## src/hdl/mlfq_pkg.sv

```systemverilog
// Shared constants and codes for the multilevel feedback queue scheduler.
package mlfq_pkg;
    localparam int NUM_LEVELS = 4;
    localparam int MAX_JOBS   = 16;
    localparam int LVL_W      = $clog2(NUM_LEVELS);
    localparam int JOB_W      = $clog2(MAX_JOBS);
    localparam int CNT_W      = $clog2(MAX_JOBS + 1);

    localparam logic [1:0] ACT_ADD    = 2'd0;
    localparam logic [1:0] ACT_TICK   = 2'd1;
    localparam logic [1:0] ACT_SCHED  = 2'd2;
    localparam logic [1:0] ACT_STATUS = 2'd3;

    localparam logic [1:0] ST_READY = 2'd0;
    localparam logic [1:0] ST_WAIT  = 2'd1;
    localparam logic [1:0] ST_DEAD  = 2'd2;
    localparam logic [1:0] ST_CODE3 = 2'd3;

    localparam logic [1:0] RC_OK      = 2'd0;
    localparam logic [1:0] RC_IN_USE  = 2'd1;
    localparam logic [1:0] RC_UNKNOWN = 2'd2;
    localparam logic [1:0] RC_NONE    = 2'd3;

    localparam logic [1:0] REG_ALLOT  = 2'd0;
    localparam logic [1:0] REG_PERIOD = 2'd1;
    localparam logic [1:0] REG_TICK   = 2'd2;

    localparam logic [15:0] ALLOT_RESET  = 16'd50;
    localparam logic [15:0] PERIOD_RESET = 16'd1000;
    localparam logic [7:0]  TICK_RESET   = 8'd10;
endpackage

```

## src/hdl/mlfq_scheduler_core.sv

```systemverilog
// Multilevel feedback queue scheduler: job slots, linked level queues, sequencer.
//
//   channel  | direction | carries
//   s_axis   | in        | tuser: action[1:0]; tdata: job_id, job_is_user, job_status
//   m_axis   | out       | tdata: selected_valid, selected_job, result_code
//   apb      | in/out    | time_allotment, boost_period, tick_length
//
// A schedule request walks the queues one link per cycle on a single next-pointer
// read port; add, set-status and ticks go from idle to the response state, a boost
// tick by way of the boost state.
// aresetn is synchronous, active low; it empties every queue and frees every slot.
// s_tready is high only when the sequencer is idle; a result waiting on m_tready
// stalls the sequencer in its response state.
module mlfq_scheduler_core (
    input  logic        aclk,
    input  logic        aresetn,
    input  logic        s_tvalid,
    output logic        s_tready,
    input  logic [7:0]  s_tdata,   // job_id[3:0], job_is_user[4], job_status[6:5], zero[7]
    input  logic [1:0]  s_tuser,   // action[1:0]
    output logic        m_tvalid,
    input  logic        m_tready,
    output logic [7:0]  m_tdata,   // selected_valid[0], selected_job[4:1], result_code[6:5]
    input  logic        psel,
    input  logic        penable,
    input  logic        pwrite,
    input  logic [3:0]  paddr,
    input  logic [31:0] pwdata,
    output logic [31:0] prdata,
    output logic        pready
);
    import mlfq_pkg::*;

    localparam logic [3:0] S_IDLE  = 4'd0;
    localparam logic [3:0] S_RESP  = 4'd1;
    localparam logic [3:0] S_BOOST = 4'd2;
    localparam logic [3:0] S_SCHED = 4'd3;
    localparam logic [3:0] S_RM    = 4'd4;
    localparam logic [3:0] S_WALK  = 4'd5;
    localparam logic [3:0] S_FIX   = 4'd6;
    localparam logic [3:0] S_AFTER = 4'd7;
    localparam logic [3:0] S_CNT0  = 4'd8;
    localparam logic [3:0] S_CNTW  = 4'd9;
    localparam logic [3:0] S_SCAN  = 4'd10;

    localparam logic [LVL_W-1:0] LVL_LAST = LVL_W'(NUM_LEVELS - 1);
    localparam logic [CNT_W-1:0] CNT_MAX  = CNT_W'(MAX_JOBS);

    logic [15:0] allot_reg, period_reg;
    logic [7:0]  tick_reg;

    logic             used_reg  [MAX_JOBS];
    logic [LVL_W-1:0] level_reg [MAX_JOBS];
    logic [15:0]      time_reg  [MAX_JOBS];
    logic [1:0]       sstate_reg[MAX_JOBS];
    logic             user_reg  [MAX_JOBS];
    logic [JOB_W-1:0] link_reg  [MAX_JOBS];

    logic [JOB_W-1:0] head_reg [NUM_LEVELS];
    logic [JOB_W-1:0] tail_reg [NUM_LEVELS];
    logic             empty_reg[NUM_LEVELS];

    logic             run_reg;
    logic [JOB_W-1:0] run_slot_reg;
    logic [15:0]      boost_reg;

    logic [3:0]       fsm_reg;
    logic [1:0]       code_reg;
    logic             ctx_dead_reg;
    logic [JOB_W-1:0] rm_slot_reg;
    logic [LVL_W-1:0] rm_lvl_reg;
    logic [LVL_W-1:0] new_lvl_reg;
    logic [JOB_W-1:0] cur_reg;
    logic [CNT_W-1:0] cnt_reg;
    logic [LVL_W-1:0] lvl_reg;
    logic             m_valid_reg;
    logic [7:0]       m_data_reg;

    logic [1:0]       in_action;
    logic [JOB_W-1:0] in_id;
    logic             in_user;
    logic [1:0]       in_status;
    logic [16:0]      time_sum, boost_sum;
    logic [15:0]      time_sat, boost_sat;
    logic [JOB_W-1:0] rs;
    logic             over;
    logic [JOB_W-1:0] nx;
    logic [JOB_W-1:0] hd;
    logic             s_acc, cfg_wr;

    assign in_action = s_tuser;
    assign in_id     = s_tdata[3:0];
    assign in_user   = s_tdata[4];
    assign in_status = s_tdata[6:5];

    assign s_tready = (fsm_reg == S_IDLE);
    assign s_acc    = s_tvalid && s_tready;
    assign m_tvalid = m_valid_reg;
    assign m_tdata  = m_data_reg;
    assign pready   = 1'b1;
    assign cfg_wr   = psel && penable && pwrite && pready;

    assign rs        = run_slot_reg;
    assign time_sum  = {1'b0, time_reg[rs]} + {9'd0, tick_reg};
    assign time_sat  = time_sum[16] ? 16'hFFFF : time_sum[15:0];
    assign boost_sum = {1'b0, boost_reg} + {9'd0, tick_reg};
    assign boost_sat = boost_sum[16] ? 16'hFFFF : boost_sum[15:0];
    assign over      = time_reg[rs] > allot_reg;
    assign nx        = link_reg[cur_reg];
    assign hd        = head_reg[lvl_reg];

    always_comb begin
        unique case (paddr[3:2])
            REG_ALLOT:  prdata = {16'd0, allot_reg};
            REG_PERIOD: prdata = {16'd0, period_reg};
            REG_TICK:   prdata = {24'd0, tick_reg};
            default:    prdata = 32'd0;
        endcase
    end

    always_ff @(posedge aclk) begin
        if (!aresetn) begin
            allot_reg  <= ALLOT_RESET;
            period_reg <= PERIOD_RESET;
            tick_reg   <= TICK_RESET;
        end else if (cfg_wr) begin
            case (paddr[3:2])
                REG_ALLOT:  allot_reg  <= pwdata[15:0];
                REG_PERIOD: period_reg <= pwdata[15:0];
                REG_TICK:   tick_reg   <= pwdata[7:0];
                default:    ;
            endcase
        end
    end

    always_ff @(posedge aclk) begin
        if (!aresetn) begin
            fsm_reg      <= S_IDLE;
            m_valid_reg  <= 1'b0;
            run_reg      <= 1'b0;
            run_slot_reg <= '0;
            boost_reg    <= '0;
            for (int i = 0; i < MAX_JOBS; i++) used_reg[i] <= 1'b0;
            for (int l = 0; l < NUM_LEVELS; l++) begin
                head_reg[l]  <= '0;
                tail_reg[l]  <= '0;
                empty_reg[l] <= 1'b1;
            end
        end else begin
            if (m_valid_reg && m_tready && fsm_reg != S_RESP) m_valid_reg <= 1'b0;
            unique case (fsm_reg)
                S_IDLE: begin
                    if (s_acc) begin
                        unique case (in_action)
                            ACT_ADD: begin
                                fsm_reg <= S_RESP;
                                if (used_reg[in_id]) begin
                                    code_reg <= RC_IN_USE;
                                end else begin
                                    code_reg          <= RC_OK;
                                    used_reg[in_id]   <= 1'b1;
                                    time_reg[in_id]   <= '0;
                                    sstate_reg[in_id] <= ST_READY;
                                    user_reg[in_id]   <= in_user;
                                    level_reg[in_id]  <= '0;
                                    if (empty_reg[0]) head_reg[0] <= in_id;
                                    else link_reg[tail_reg[0]] <= in_id;
                                    tail_reg[0]  <= in_id;
                                    empty_reg[0] <= 1'b0;
                                end
                            end
                            ACT_TICK: begin
                                code_reg <= RC_OK;
                                if (boost_sat > period_reg) begin
                                    // every slot back to the top level with zero time
                                    boost_reg <= '0;
                                    for (int i = 0; i < MAX_JOBS; i++) begin
                                        time_reg[i]  <= '0;
                                        level_reg[i] <= '0;
                                    end
                                    lvl_reg <= LVL_W'(1);
                                    fsm_reg <= S_BOOST;
                                end else begin
                                    boost_reg <= boost_sat;
                                    if (run_reg) time_reg[rs] <= time_sat;
                                    fsm_reg <= S_RESP;
                                end
                            end
                            ACT_SCHED: begin
                                code_reg <= RC_OK;
                                fsm_reg  <= S_SCHED;
                            end
                            default: begin
                                fsm_reg <= S_RESP;
                                if (!used_reg[in_id]) begin
                                    code_reg <= RC_UNKNOWN;
                                end else begin
                                    code_reg <= RC_OK;
                                    sstate_reg[in_id] <=
                                        (in_status == ST_CODE3) ? ST_WAIT : in_status;
                                end
                            end
                        endcase
                    end
                end
                S_BOOST: begin
                    // splice the whole level onto the tail of level 0
                    if (!empty_reg[lvl_reg]) begin
                        if (empty_reg[0]) head_reg[0] <= hd;
                        else link_reg[tail_reg[0]] <= hd;
                        tail_reg[0]        <= tail_reg[lvl_reg];
                        empty_reg[0]       <= 1'b0;
                        empty_reg[lvl_reg] <= 1'b1;
                    end
                    lvl_reg <= lvl_reg + 1'b1;
                    if (lvl_reg == LVL_LAST) fsm_reg <= S_RESP;
                end
                S_SCHED: begin
                    if (run_reg && sstate_reg[rs] == ST_READY && !over) begin
                        fsm_reg <= S_RESP;
                    end else begin
                        run_reg      <= 1'b0;
                        run_slot_reg <= '0;
                        lvl_reg      <= '0;
                        rm_slot_reg  <= rs;
                        rm_lvl_reg   <= level_reg[rs];
                        ctx_dead_reg <= (sstate_reg[rs] == ST_DEAD);
                        new_lvl_reg  <= (user_reg[rs] && level_reg[rs] != LVL_LAST)
                                        ? level_reg[rs] + 1'b1 : level_reg[rs];
                        if (run_reg && sstate_reg[rs] == ST_DEAD) begin
                            fsm_reg <= S_RM;
                        end else if (run_reg && over) begin
                            sstate_reg[rs] <= ST_READY;
                            time_reg[rs]   <= '0;
                            fsm_reg        <= S_RM;
                        end else begin
                            fsm_reg <= S_CNT0;
                        end
                    end
                end
                S_RM: begin
                    if (empty_reg[rm_lvl_reg]) begin
                        fsm_reg <= S_AFTER;
                    end else if (head_reg[rm_lvl_reg] == rm_slot_reg) begin
                        if (tail_reg[rm_lvl_reg] == rm_slot_reg) empty_reg[rm_lvl_reg] <= 1'b1;
                        else head_reg[rm_lvl_reg] <= link_reg[rm_slot_reg];
                        fsm_reg <= S_AFTER;
                    end else begin
                        cur_reg <= head_reg[rm_lvl_reg];
                        cnt_reg <= '0;
                        fsm_reg <= S_WALK;
                    end
                end
                S_WALK: begin
                    if (cnt_reg < CNT_MAX && cur_reg != tail_reg[rm_lvl_reg]) begin
                        if (nx == rm_slot_reg) begin
                            if (tail_reg[rm_lvl_reg] == rm_slot_reg) begin
                                tail_reg[rm_lvl_reg] <= cur_reg;
                                fsm_reg <= S_AFTER;
                            end else begin
                                fsm_reg <= S_FIX;
                            end
                        end else begin
                            cur_reg <= nx;
                            cnt_reg <= cnt_reg + 1'b1;
                        end
                    end else begin
                        fsm_reg <= S_AFTER;
                    end
                end
                S_FIX: begin
                    link_reg[cur_reg] <= link_reg[rm_slot_reg];
                    fsm_reg <= S_AFTER;
                end
                S_AFTER: begin
                    if (ctx_dead_reg) begin
                        used_reg[rm_slot_reg] <= 1'b0;
                    end else begin
                        level_reg[rm_slot_reg] <= new_lvl_reg;
                        if (empty_reg[new_lvl_reg]) head_reg[new_lvl_reg] <= rm_slot_reg;
                        else link_reg[tail_reg[new_lvl_reg]] <= rm_slot_reg;
                        tail_reg[new_lvl_reg]  <= rm_slot_reg;
                        empty_reg[new_lvl_reg] <= 1'b0;
                    end
                    fsm_reg <= S_CNT0;
                end
                S_CNT0: begin
                    if (empty_reg[lvl_reg]) begin
                        cnt_reg <= '0;
                        fsm_reg <= S_SCAN;
                    end else begin
                        cur_reg <= hd;
                        cnt_reg <= CNT_W'(1);
                        fsm_reg <= S_CNTW;
                    end
                end
                S_CNTW: begin
                    if (cnt_reg < CNT_MAX && cur_reg != tail_reg[lvl_reg]) begin
                        cur_reg <= nx;
                        cnt_reg <= cnt_reg + 1'b1;
                    end else begin
                        fsm_reg <= S_SCAN;
                    end
                end
                S_SCAN: begin
                    if (cnt_reg != '0 && !empty_reg[lvl_reg]) begin
                        if (sstate_reg[hd] == ST_READY) begin
                            run_reg      <= 1'b1;
                            run_slot_reg <= hd;
                            fsm_reg      <= S_RESP;
                        end else begin
                            // drop dead heads, rotate waiting heads to the tail
                            cnt_reg <= cnt_reg - 1'b1;
                            if (sstate_reg[hd] == ST_DEAD) begin
                                used_reg[hd] <= 1'b0;
                                if (tail_reg[lvl_reg] == hd) empty_reg[lvl_reg] <= 1'b1;
                                else head_reg[lvl_reg] <= link_reg[hd];
                            end else if (tail_reg[lvl_reg] != hd) begin
                                head_reg[lvl_reg]           <= link_reg[hd];
                                link_reg[tail_reg[lvl_reg]] <= hd;
                                tail_reg[lvl_reg]           <= hd;
                            end
                        end
                    end else if (lvl_reg == LVL_LAST) begin
                        fsm_reg <= S_RESP;
                    end else begin
                        lvl_reg <= lvl_reg + 1'b1;
                        fsm_reg <= S_CNT0;
                    end
                end
                S_RESP: begin
                    if (!m_valid_reg || m_tready) begin
                        m_valid_reg <= 1'b1;
                        m_data_reg  <= {1'b0, code_reg, run_reg ? run_slot_reg : 4'd0, run_reg};
                        fsm_reg     <= S_IDLE;
                    end
                end
                default: fsm_reg <= S_IDLE;
            endcase
        end
    end
endmodule

```

## config.mk

```make
export PLATFORM = sky130hd
export DESIGN_NAME = mlfq_scheduler_core
export DESIGN_NICKNAME = d
export VERILOG_FILES = /design/src/hdl/mlfq_pkg.sv /design/src/hdl/mlfq_scheduler_core.sv
export SDC_FILE = /design/constraint.sdc
export NUM_CORES = 1
export LEC_CHECK = 0
export ABC_AREA = 1
export BUFFER_PORTS_ARGS = -buffer_cell sky130_fd_sc_hd__buf_4
export CAP_MARGIN = 20
export CELL_PAD_IN_SITES_DETAIL_PLACEMENT = 0
export CELL_PAD_IN_SITES_GLOBAL_PLACEMENT = 2
export CORE_MARGIN = 2
export CORE_UTILIZATION = 36
export CTS_CLUSTER_SIZE = 25
export DETAILED_ROUTE_END_ITERATION = 7
export HOLD_SLACK_MARGIN = 0.02
export PLACE_DENSITY = 0.88
export SLEW_MARGIN = 20
export SYNTH_ARGS = -nofsm -noshare
export SYNTH_HDL_FRONTEND = slang
export SYNTH_SLANG_ARGS = --single-unit
```

## constraint.sdc

```tcl
create_clock -name aclk -period 5.6 [get_ports aclk]
set_input_delay 0 -clock aclk [delete_from_list [all_inputs] [get_ports aclk]]
set_output_delay 0 -clock aclk [all_outputs]
set_load 0.02 [all_outputs]
```

=== Word-level counts from Yosys, hierarchy flattened ===
Memory sizes are Yosys's and may differ from the RTL's. A register that Yosys moved wholly into a read port is not among the register bits.
Index checks and enable logic that the tools add are counted.

* Add/sub/neg operators: 6
* Order comparisons: 3
* Eq/ne operators: 47
* Muxes and demuxes: 274
* Bitwise operators: 12
* Reductions and logical operators: 61

{| class="wikitable"
|+ Operators with widths
! kind !! count
|-
| 4-bit two-way mux || 57
|-
| 1-bit two-way mux || 161
|-
| 16-bit two-way mux || 6
|-
| 2-bit two-way mux || 34
|-
| 16-bit one-hot mux with 3 select lines || 1
|-
| 4-bit one-hot mux with 11 select lines || 1
|-
| 4-bit OR reduction || 9
|-
| 5-bit two-way mux || 7
|-
| 16-bit by 8-bit adder with 17-bit output || 2
|-
| 16-bit > comparator || 2
|-
| 2-bit inequality test, second input constant || 16
|-
| 16-bit OR reduction || 2
|-
| 5-bit one-hot mux with 5 select lines || 1
|-
| 4-bit by 3-bit == test with 1-bit output, second input constant || 4
|-
| 4-bit == test || 4
|-
| 4-bit one-hot mux with 4 select lines || 1
|-
| 8-bit AND reduction || 2
|-
| 1-bit logical AND || 13
|-
| 2-bit == test, second input constant || 6
|-
| 4-bit == test, second input constant || 3
|-
| 4-bit inequality test || 3
|-
| 3-bit AND reduction || 4
|-
| 1-bit OR || 11
|-
| 5-bit nonzero test || 2
|-
| other kinds (28) || 51
|}

* Register bits after elaboration: 95
* Bits in writable memories: 452
* Bits of input ports: 53
* Logic and storage cells: 430
* Memories kept: 9

{| class="wikitable"
|+ Memory list
! name !! depth !! bits a word !! read ports !! clocked after Yosys merged registers in !! wr ports !! RTL line !! RTL
|-
| time_reg || 16 || 16 || 1 || 1 || 16 || mlfq_scheduler_core.sv:54 || <nowiki>logic [15:0] time_reg [MAX_JOBS];</nowiki>
|-
| link_reg || 16 || 4 || 3 || 2 || 1 || mlfq_scheduler_core.sv:57 || <nowiki>logic [JOB_W-1:0] link_reg [MAX_JOBS];</nowiki>
|-
| level_reg || 16 || 2 || 1 || 1 || 16 || mlfq_scheduler_core.sv:53 || <nowiki>logic [LVL_W-1:0] level_reg [MAX_JOBS];</nowiki>
|-
| sstate_reg || 16 || 2 || 2 || 1 || 1 || mlfq_scheduler_core.sv:55 || <nowiki>logic [1:0] sstate_reg[MAX_JOBS];</nowiki>
|-
| head_reg || 4 || 4 || 2 || 2 || 4 || mlfq_scheduler_core.sv:59 || <nowiki>logic [JOB_W-1:0] head_reg [NUM_LEVELS];</nowiki>
|-
| tail_reg || 4 || 4 || 4 || 3 || 4 || mlfq_scheduler_core.sv:60 || <nowiki>logic [JOB_W-1:0] tail_reg [NUM_LEVELS];</nowiki>
|-
| 3 more memories || -- || -- || -- || -- || -- || -- ||
|}

=== Depth between registers and ports, before layout ===
An unclocked memory read counts as a cell.

* Depth in word-level cells: 13
* Gate-level depth with buffers: 36

=== Worst setup path after synthesis ===
Ideal clock, no wire load.

* Path kind: reg-to-reg
* From: register (tool-made name)
* To: memory time_reg[9][10]
* Library setup time: 113 ps
* Arrival time: 4246 ps
* Setup slack: 1241 ps
* Stages on the path, launching flop included: 30
* Buffers on the path: 8
* Period minus slack after synthesis: 4359 ps
* Cells stage by stage: dfxtp_1 > buf_2 > buf_4 > buf_2 > buf_2 > clkbuf_1 > clkbuf_1 > nor2_1 > a21oi_1 > o21ai_0 > o221ai_1 > nand2_1 > ha_1 > nand2_1 > nor2_1 > nand2_1 > nand2_1 > nand2_1 > a21boi_0 > nand3_4 > nand2_2 > nand2_1 > nand2_2 > nand2_1 > nor2_1 > buf_2 > buf_2 > nand3_1 > nand2_1 > nor2_1

{| class="wikitable"
|+ RTL lines
! item !! RTL line
|-
| end, declared || mlfq_scheduler_core.sv:54
|}

==> results_dict.tcl <==
set metrics [dict create \
    dieArea_um2 91500 \
    swShare_pct 33.2 \
    drive_gt1_share_pct 8.42 \
    largest_reg_flops 256 \
    share_comb_of_total_power_pct 24.0 \
    synthCells 4704 \
    cap_violations 0 \
    ant_nets 0 \
    cts_buffers 70 \
    die_h_um 302 \
    cts_tree "yes" \
    clock.fmax_ghz 0.195 \
    rsz0062_at_grt "no" \
    core_area_um2 88400 \
    start_util_pct 36.3 \
    crit_chain "inv_4, buf_4, o21ai_0, o221ai_1, nand3_1, nand2_1, ha_1, nand2_1, nor2_1, nand2_1, or2_2, a21boi_0, nand3_4, nand2_2, nand2_2, nand2_2, nand2_2, nor2_4, nand2_1, buf_12, nand2_1, nand2_1, nor2_1" \
    fin_nets 4878 \
    drcViolationCount 0 \
    grt.overflow.total 0 \
    p_int_mw 8.70 \
    firstDrtPassIters 5 \
    cp-start-kind "flop" \
    cp_common_cell "nand2_1" \
    slowest_delay_ns 0.64 \
    critPathKind "reg -> reg" \
    synth-main-ff-cell "dfxtp_1" \
    tns_ns 0 \
    clock_latency_ns 0.63 \
    synth-seq-cells 565 \
    power.clock.fraction_pct 36.5 \
    post-dp-hpwl_um 76000 \
    status "finished, final reports clean" \
    die_x_um 302 \
    final_area_um2 36800 \
    yosys_warnings 0 \
    synth-edff-count 173 \
    p_seq_share_pct 39.4 \
    relSlewSlack_pct 32.9 \
    wire_per_inst_um 18.3 \
    place_area_um2 34000 \
    min_path_type "in -> reg" \
    synth_cell_types 52 \
    drtIter0Drc 2463 \
    power_mw 13.0 \
    post-place-ws_ns 0.147 \
    path_delay_family "simple AND/OR/NAND/NOR gates" \
    grt_pass1_wl_um 168000 \
    worst_path_max_delay_cell "a21boi_0" \
    drt_wl_total_um 110000 \
    routed-via-count 30300 \
    vias_per_cell 5.06 \
    synth.most_common_cell "nand2_1" \
    end_kind "flop" \
    synthArstFlopShare_pct 0 \
    setup_viol 0 \
    area_delta_synth_final_pct 14.8 \
    worstPathMaxFanout 46 \
    finalNonFillerCells 5985 \
    yosysTopAreaCellShare_pct 24.5 \
    port_buffers 58 \
    drv_slew 0 \
    fin_skew_ns 0.0273 \
    fin_ws_ns 0.479 \
    critPathBufInv 3 \
    clk_pin_slew_ns 0.06 \
    p_leak_nw 18.3 \
    worstPathArrival_ns 5.68 \
    grt_max_degree 109 \
    antenna_found_initial 0 \
    grtUsageTotal_pct 23.8 \
    insertedDiodeCount 0 \
    netlist_area_um2 32100 \
    grt_pass1_vias 28129 \
    cts_max_level 3 \
    routabilityCongestion 0.894 \
    period_needed_ns 5.12 \
    io_pins 96 \
    syn-mean-instance-area_um2 6.82 \
    synthTopCellsByCount "nand2_1 (1,190), nor2_1 (822), inv_1 (471), dfxtp_1 (392), nand3_1 (353)" \
    max-vdd-ir-drop_mv 0.212 \
    placed_cells 5814 \
    rows 109 \
    ys_seq_area_share_pct 40.7 \
    clock-sinks 565 \
    synth_area_leaders "dfxtp_1 (24%), edfxtp_1 (16%), nand2_1 (14%), nor2_1 (9.6%), inv_1 (5.5%)" \
    clock_path_buffers 3 \
    switchingPower_mw 4.32 \
    hold_viol_final 0 \
    yosys.area.top_type "dfxtp_1" \
    p_per_area_nw_per_um2 354 \
    cp.required_ns 6.16 \
    nFillCells 9395 \
    cts_root_buf "clkbuf_16" \
    period_share_pct 91.5 \
    tightest_slew_ns 1.00 \
]
worst paths after layout:
| path | from | end | slack, ns | depth (start not counted) |
|---|---|---|---|---|
| min | s_tdata[5] | sstate_reg[11][0] | 0.07 | 3 |
| max reg2reg | flop | time_reg[7][11] | 0.48 | 23 |
| max | flop | time_reg[7][11] | 0.48 | 23 |
| min reg2reg | code_reg[1] | m_tdata[6] | 0.43 | 0 |
routing by layer:
metal  track usage, %  vias to the layer above  part of all wire, %
met5                0                        -                    0
met4             5.90                        0                  2.0
met3             3.06                      143                  6.0
met2             39.1                      865                   46
met1             33.0                    13944                   46
li1                 -                    15348                    -
cell usage in the layout (no fill, tap or decap), types with 75 or more instances in the layout:
cell type,instances
inv_1,469
a21oi_1,244
clkbuf_16,75
nand2_1,1188
dfxtp_1,387
buf_4,162
nand3_1,353
edfxtp_1,173
o21ai_0,328
nor2_1,819
o211ai_1,85
power groups by stage:
stage / clock network [mW] / logic, mW / registers [mW]
6_report: 4.76 / 3.13 / 5.13
5_1_grt: 5.02 / 3.52 / 5.19
4_1_cts: 4.85 / 3.10 / 5.13
3_5_place_dp: 0 / 3.07 / 5.21
3_3_place_gp: 0 / 3.04 / 5.21
2_1_floorplan: 0 / 2.22 / 5.08
worst min-delay path: stages:
cell and delay (ns):
buf_4 0.10, inv_1 0.18, nor2_2 0.20
kinds of logic (layout without fill, tap and decap cells):
kind of cell               count (synthesis)  after routing  share of synthesized area (%)
DFF                                      565            565                           40.7
and+or+nand+nor                         2494           2494                           31.9
AOI/OAI and AO/OA                        800            800                           14.4
xor gates and xnor gates                  35             35                          0.956
adders and majority gates                 63             63                           2.53
other                                      2             18                         0.0234
buffers and inverters                    745            845                           9.47
layout make-up:
| cell class | count | area [um2] | share of cell area (%) |
|---|---|---|---|
| repair buffers | 216 | 1950 | 5.29 |
| inverters | 499 | 1890 | 5.12 |
| clock buffers | 100 | 2070 | 5.63 |
| well taps | 1165 | 1460 | 3.96 |
| clock inverters | 30 | 319 | 0.867 |
| flip-flops and latches | 565 | 13100 | 35.5 |
| multi-input cells | 3410 | 16100 | 43.7 |
repair_timing:
action	in CTS	in global routing
buffers inserted	0	6
hold buffers	35	0
gates resized for setup	0	4
hold endpoints to repair	118	0
setup endpoints to repair	0	256
metrics by stage:
step	hold slack, ns	util [%]
after floorplan	0.0989	-
after global placement	0.237	38.5
after detailed placement	0.244	38.5
after CTS	0.0423	41.6
after global routing	0.0663	41.7
final	0.0666	41.7
No activity file was read; power rests on OpenSTA's default activity.
